===== config.mk =====
export PLATFORM = sky130hd
export DESIGN_NAME = sorted_priority_queue_top
export DESIGN_NICKNAME = d
export VERILOG_FILES = /design/src/hw/rtl/spq_pkg.sv /design/src/hw/rtl/spq_cell.sv /design/src/hw/rtl/sorted_priority_queue_top.sv
export SDC_FILE = /design/constraint.sdc
export NUM_CORES = 2
export LEC_CHECK = 0
export CORE_UTILIZATION = 39
export DETAILED_ROUTE_END_ITERATION = 8
export DONT_BUFFER_PORTS = 1
export HOLD_SLACK_MARGIN = 0.15
export PLACE_DENSITY = 0.52
export SETUP_SLACK_MARGIN = 0.15
export SLEW_MARGIN = 25
export SYNTH_ARGS = -nofsm -noshare
export SYNTH_HDL_FRONTEND = slang
export SYNTH_HIERARCHICAL = 1
export SYNTH_SLANG_ARGS = --single-unit

===== constraint.sdc =====
create_clock -name clk -period 18.7 [get_ports clk]
set_clock_uncertainty 0.15 [all_clocks]
set_input_delay 3.74 -clock clk [delete_from_list [all_inputs] [get_ports clk]]
set_output_delay 3.74 -clock clk [all_outputs]
set_load 0.02 [all_outputs]

===== src/hw/rtl/spq_pkg.sv =====
// Package: shared types, defaults and codes for the sorted priority queue.
package spq_pkg;

	localparam int DEPTH_DEF     = 16;
	localparam int KEY_WIDTH_DEF = 32;

	localparam logic CMD_PUSH = 1'b0;
	localparam logic CMD_POP  = 1'b1;

	localparam logic MODE_ASCEND  = 1'b0;
	localparam logic MODE_DESCEND = 1'b1;

	localparam logic [1:0] STAT_OK        = 2'd0;
	localparam logic [1:0] STAT_POP_EMPTY = 2'd1;
	localparam logic [1:0] STAT_PUSH_FULL = 2'd2;

	typedef struct packed {
		logic        command;
		logic [31:0] key_value;
	} spq_in_t;

	typedef struct packed {
		logic [31:0] front_value;
		logic [4:0]  item_count;
		logic        is_empty;
		logic [1:0]  status;
	} spq_out_t;

	typedef struct packed {
		logic push_en;
		logic pop_en;
		logic order_mode;
	} spq_ctrl_t;

endpackage


===== src/hw/rtl/spq_cell.sv =====
// One storage cell of the sorted chain: holds a key, shifts with its neighbors.
module spq_cell #(
	parameter int KEY_WIDTH = spq_pkg::KEY_WIDTH_DEF,
	parameter int CNT_W     = 5,
	parameter int IDX       = 0
) (
	input  logic                  clk,
	input  spq_pkg::spq_ctrl_t    ctrl,
	input  logic [KEY_WIDTH-1:0]  key,
	input  logic [CNT_W-1:0]      count,
	input  logic [KEY_WIDTH-1:0]  left_key,
	input  logic                  left_prec,
	input  logic [KEY_WIDTH-1:0]  right_key,
	output logic [KEY_WIDTH-1:0]  cur_key,
	output logic                  prec,
	output logic [KEY_WIDTH-1:0]  nxt_key
);
	import spq_pkg::*;

	logic [KEY_WIDTH-1:0] key_q;
	logic                 occ;
	logic                 at_tail;
	logic                 ahead;
	logic                 hit;

	assign occ     = CNT_W'(IDX) < count;
	assign at_tail = CNT_W'(IDX) == count;
	assign ahead   = (ctrl.order_mode == MODE_DESCEND) ? (key > key_q) : (key < key_q);
	assign hit     = occ && ahead;
	// set once any cell up to this one is passed by the new key
	assign prec    = left_prec || hit;
	assign cur_key = key_q;

	always_comb begin
		nxt_key = key_q;
		if (ctrl.push_en) begin
			if (left_prec)
				nxt_key = left_key;
			else if (hit || at_tail)
				nxt_key = key;
		end else if (ctrl.pop_en) begin
			nxt_key = right_key;
		end
	end

	always_ff @(posedge clk) begin
		key_q <= nxt_key;
	end

endmodule


===== src/hw/rtl/sorted_priority_queue_top.sv =====
// Top level: sorted priority queue built from a chain of key cells.
//
// Takes one push or pop item per clock while in_stall is low. The new key is
// broadcast to every cell, each cell compares it against its own key in
// parallel, and all cells shift or load in the same edge. The result item is
// registered in the output register, or in a one-entry skid stage behind it
// while the output is stalled; the skid stage lets the block take one
// more item while a result is held, after which the input is stalled until
// the output drains. order_mode selects ascending (0) or descending (1)
// service; equal keys leave in arrival order. A pop on an empty queue and a
// push on a full queue change nothing and are flagged in status.
module sorted_priority_queue_top #(
	parameter int DEPTH     = spq_pkg::DEPTH_DEF,
	parameter int KEY_WIDTH = spq_pkg::KEY_WIDTH_DEF
) (
	input  logic              clk,
	input  logic              arst_n,
	input  logic              in_valid,
	output logic              in_stall,
	input  spq_pkg::spq_in_t  in_item,
	output logic              out_valid,
	input  logic              out_stall,
	output spq_pkg::spq_out_t out_item,
	input  logic              cfg_we,
	input  logic              cfg_wdata
);
	import spq_pkg::*;

	localparam int CNT_W = $clog2(DEPTH + 1);

	logic                 order_mode_q;
	logic [CNT_W-1:0]     count_q;
	logic [CNT_W-1:0]     count_nxt;
	logic                 acc;
	logic                 full;
	logic                 empty;
	logic [KEY_WIDTH-1:0] key_in;
	spq_ctrl_t            ctrl;
	spq_out_t             res;
	spq_out_t             out_q;
	spq_out_t             skid_q;
	logic                 out_valid_q;
	logic                 skid_valid_q;

	logic [KEY_WIDTH-1:0] cell_key [DEPTH];
	logic [KEY_WIDTH-1:0] cell_nxt [DEPTH];
	logic                 cell_prec [DEPTH];

	assign acc   = in_valid && !in_stall;
	assign full  = count_q == CNT_W'(DEPTH);
	assign empty = count_q == '0;
	assign key_in = KEY_WIDTH'(in_item.key_value);

	assign ctrl.push_en    = acc && (in_item.command == CMD_PUSH) && !full;
	assign ctrl.pop_en     = acc && (in_item.command == CMD_POP) && !empty;
	assign ctrl.order_mode = order_mode_q;

	always_comb begin
		count_nxt = count_q;
		if (ctrl.push_en)
			count_nxt = count_q + CNT_W'(1);
		else if (ctrl.pop_en)
			count_nxt = count_q - CNT_W'(1);
	end

	generate
		for (genvar i = 0; i < DEPTH; i++) begin : g_cell
			logic [KEY_WIDTH-1:0] lk;
			logic                 lp;
			logic [KEY_WIDTH-1:0] rk;
			if (i == 0) begin : g_first
				assign lk = key_in;
				assign lp = 1'b0;
			end else begin : g_mid
				assign lk = cell_key[i-1];
				assign lp = cell_prec[i-1];
			end
			if (i == DEPTH - 1) begin : g_last
				assign rk = '0;
			end else begin : g_inner
				assign rk = cell_key[i+1];
			end
			spq_cell #(
				.KEY_WIDTH (KEY_WIDTH),
				.CNT_W     (CNT_W),
				.IDX       (i)
			) u_cell (
				.clk       (clk),
				.ctrl      (ctrl),
				.key       (key_in),
				.count     (count_q),
				.left_key  (lk),
				.left_prec (lp),
				.right_key (rk),
				.cur_key   (cell_key[i]),
				.prec      (cell_prec[i]),
				.nxt_key   (cell_nxt[i])
			);
		end
	endgenerate

	always_comb begin
		res.front_value = (count_nxt != '0) ? 32'(cell_nxt[0]) : 32'd0;
		res.item_count  = 5'(count_nxt);
		res.is_empty    = count_nxt == '0;
		res.status      = STAT_OK;
		if (in_item.command == CMD_PUSH && full)
			res.status = STAT_PUSH_FULL;
		else if (in_item.command == CMD_POP && empty)
			res.status = STAT_POP_EMPTY;
	end

	always_ff @(posedge clk or negedge arst_n) begin
		if (!arst_n) begin
			order_mode_q <= MODE_ASCEND;
			count_q      <= '0;
			out_valid_q  <= 1'b0;
			skid_valid_q <= 1'b0;
		end else begin
			if (cfg_we)
				order_mode_q <= cfg_wdata;
			count_q <= count_nxt;
			if (!out_valid_q || !out_stall) begin
				out_valid_q  <= skid_valid_q || acc;
				skid_valid_q <= 1'b0;
			end else if (acc) begin
				skid_valid_q <= 1'b1;
			end
		end
	end

	always_ff @(posedge clk) begin
		if (!out_valid_q || !out_stall) begin
			out_q <= skid_valid_q ? skid_q : res;
		end else if (acc) begin
			skid_q <= res;
		end
	end

	assign in_stall  = skid_valid_q;
	assign out_valid = out_valid_q;
	assign out_item  = out_q;

	a_count_range: assert property (@(posedge clk) disable iff (!arst_n)
		count_q <= CNT_W'(DEPTH))
		else $error("entry count beyond depth");

	a_skid_behind_out: assert property (@(posedge clk) disable iff (!arst_n)
		skid_valid_q |-> out_valid_q)
		else $error("skid holds an item while output is empty");

	a_push_grows: assert property (@(posedge clk) disable iff (!arst_n)
		ctrl.push_en |=> count_q == $past(count_q) + CNT_W'(1))
		else $error("push did not add an entry");

	a_bad_op_holds: assert property (@(posedge clk) disable iff (!arst_n)
		(acc && ((in_item.command == CMD_POP && empty) ||
		(in_item.command == CMD_PUSH && full))) |=> $stable(count_q))
		else $error("rejected item changed the count");

endmodule

==> impl_metrics.json <==
{
  "endpoint_kind": "register",
  "crit_top_cell": "buf_4",
  "syn_avg_cell_area_um2": 7.613,
  "status": "finished, final reports clean",
  "synth_cells": 7010,
  "insertion_delay_ns": 0.73,
  "drc_errors": 0,
  "hold_start": "g_cell[15].u_cell/cur_key[29]",
  "dp.cells": 8337,
  "grt_pass1_vias": 50160,
  "cts_num_sinks": 600,
  "arrival_ns": 14.68,
  "path_delay_family": "simple AND/OR/NAND/NOR gates",
  "io_buffers": 0,
  "worst_pin_slew_ns": 1.401,
  "cts_made_buffers": 82,
  "first_pass_iters": 8,
  "final_area_um2": 56670,
  "layoutNonFillerInstCount": 8489,
  "dieArea_um2": 138300,
  "seq_area_um2": 12860,
  "detail-route-antenna-nets": 0,
  "p_sw_frac": 0.4980,
  "drv_cap": 0,
  "clkTransAtPathRegs_ns": 0.06,
  "die_h_um": 371.9,
  "p_switching_uw": 4701,
  "max_freq_mhz": 70.46,
  "critical-path-max-stage-delay_ns": 0.66,
  "setup_violations": 0,
  "regToRegStartpoint": "g_cell[0].u_cell/cur_key[30]",
  "cp_slowest_cell": "nor4_1",
  "grt_start_max_net_pins": 237,
  "drt_iter0_drc": 5837,
  "busiest_layer": "met1",
  "maxSlewViolCount": 0,
  "whs_ns": 0.3568,
  "synthToLayoutAreaGrowth_pct": 6.180,
  "vdd.ir_drop.worst_v": 0.00008142,
  "wl_per_cell_um": 23.87,
  "pwr-share-clk": 0.176,
  "use_met2": 0.4073,
  "cts_root_buf": "clkbuf_16",
  "p_comb_frac": 0.513,
  "cp_num_buf_inv": 11,
  "finalHoldViolCount": 0,
  "rows": 135,
  "tns_ns": 0,
  "place.gp.congestion": 0.8717,
  "cellLeakagePower_uw": 0.02315,
  "hold_path.class": "reg2reg",
  "cts_tree": "yes",
  "dp_hpwl_um": 130800,
  "pin_count": 81,
  "track_usage": 0.2823,
  "initial_core_util": 0.3935,
  "slew_headroom": 0.06394,
  "path_class": "in2reg",
  "powerDensity_nw_per_um2": 166.6,
  "final_util": 0.4178,
  "seq_power_share": 0.311,
  "min_period_ns": 14.19,
  "post_cts_resized": 0,
  "critPathLaunch": "in_item[31]",
  "fillers": 13870,
  "cts_htree_levels": 3,
  "core_area_um2": 135600,
  "avgViaCountPerCell": 6.377,
  "met3_usage": 0.04750,
  "grt_overflow": 0,
  "dpl_cell_area_um2": 53850,
  "startpoint_type": "input port",
  "grt_pass1_wl_um": 310800,
  "antenna_found_initial": 1,
  "route.final.wire_length_um": 202600,
  "drive_gt1_frac": 0.06232,
  "cp_data_required_time_ns": 19.19,
  "fp.dieW_um": 371.9,
  "period_share": 0.7589,
  "grt_util_met1": 0.4159,
  "ctsHoldBuffers": 0,
  "rsz0062_at_grt": "no",
  "via_count": 54140,
  "crit_fanout": 65,
  "cts_buffer_depth": 3,
  "fin_nets": 7193,
  "p_int_uw": 4739,
  "cts_setup_buffers": 0,
  "ys_warn_count": 6,
  "synthesis.area_um2": 53370,
  "multiInputGateArea_um2": 35820
}
[power groups by stage]
stage	sequential, µW	clock (µW)	combinational, µW
final	2930	1670	4840
after global routing	3010	1750	5430
after CTS	2900	1700	4770
after detailed placement	2920	0	4740
after global placement	2920	0	4650
after floorplan	2460	0	3820
[path summary, 6_finish.rpt]
path | end | slack, ns | depth (start not counted)
min in group asynchronous | count_q[4] | 2.56 | 0
min reg2reg | g_cell[15].u_cell/cur_key[29] | 0.36 | 2
min | g_cell[15].u_cell/cur_key[29] | 0.36 | 2
max reg2reg | g_cell[15].u_cell/cur_key[27] | 7.14 | 36
max in group asynchronous | order_mode_q | 15.75 | 0
max | g_cell[15].u_cell/cur_key[27] | 4.51 | 35
[metrics by stage]
step           setup WS (ns)  total power (µW)
6_report               4.508              9439
5_1_grt                4.103             10180
4_1_cts                4.731              9364
3_5_place_dp           4.027              7663
3_3_place_gp           4.019              7564
2_1_floorplan          2.120              6277
[routing by layer]
layer,wire length (µm),up-vias
li1,-,25440
met1,94650,25870
met2,84340,2474
met3,16740,350
met4,6879,2
met5,11,-
[area by class of cell]
cell class,count,area share
multi-input combinational,5293,0.6321
clock inverter,31,0.006734
clock buffer,120,0.04279
antenna,1,0.00004416
inverter,562,0.03723
timing repair buffer,101,0.01482
tap,1781,0.03932
sequential,600,0.2269
[sequential cells by signal, indices dropped and copies added (netlist names)]
name and count:
count_q 5, skid_q 40, in_stall 1, g_cell.u_cell/cur_key 512, order_mode_q 1, out_item 40
out_valid 1
[cell usage in the layout, fill, tap and decap left out, types with 12 or more instances in the layout]
cell / count
a21bo_1: 54
a21boi_0: 16
a21boi_1: 13
a21o_1: 28
a21oi_1: 917
a221o_1: 12
a22o_1: 32
a311oi_1: 161
a31oi_1: 319
and2_1: 32
buf_4: 94
clkbuf_1: 15
clkbuf_16: 82
clkbuf_8: 23
clkinv_2: 12
conb_1: 33
dfxtp_1: 512
edfxtp_1: 80
ha_1: 514
inv_1: 556
mux2i_1: 233
nand2_1: 418
nand2b_1: 236
nand3_1: 158
nand3_2: 31
nand4_1: 277
nor2_1: 348
nor2b_1: 59
nor3_1: 20
nor4_1: 17
o211ai_1: 14
o21ai_0: 476
o21ai_1: 81
o22ai_1: 279
o31ai_1: 226
o41a_1: 43
[worst reg2reg max path: cells and delay by family, from the launching register on]
kind	cells	cell delay, ns
xor gates and xnor gates	1	0.07
and+or+nand+nor	18	6.32
DFF	1	0.40
AOI/OAI and AO/OA	4	0.86
adders and majority gates	1	0.30
buffers and inverters	12	3.35
No activity file was read; power rests on OpenSTA's default activity.
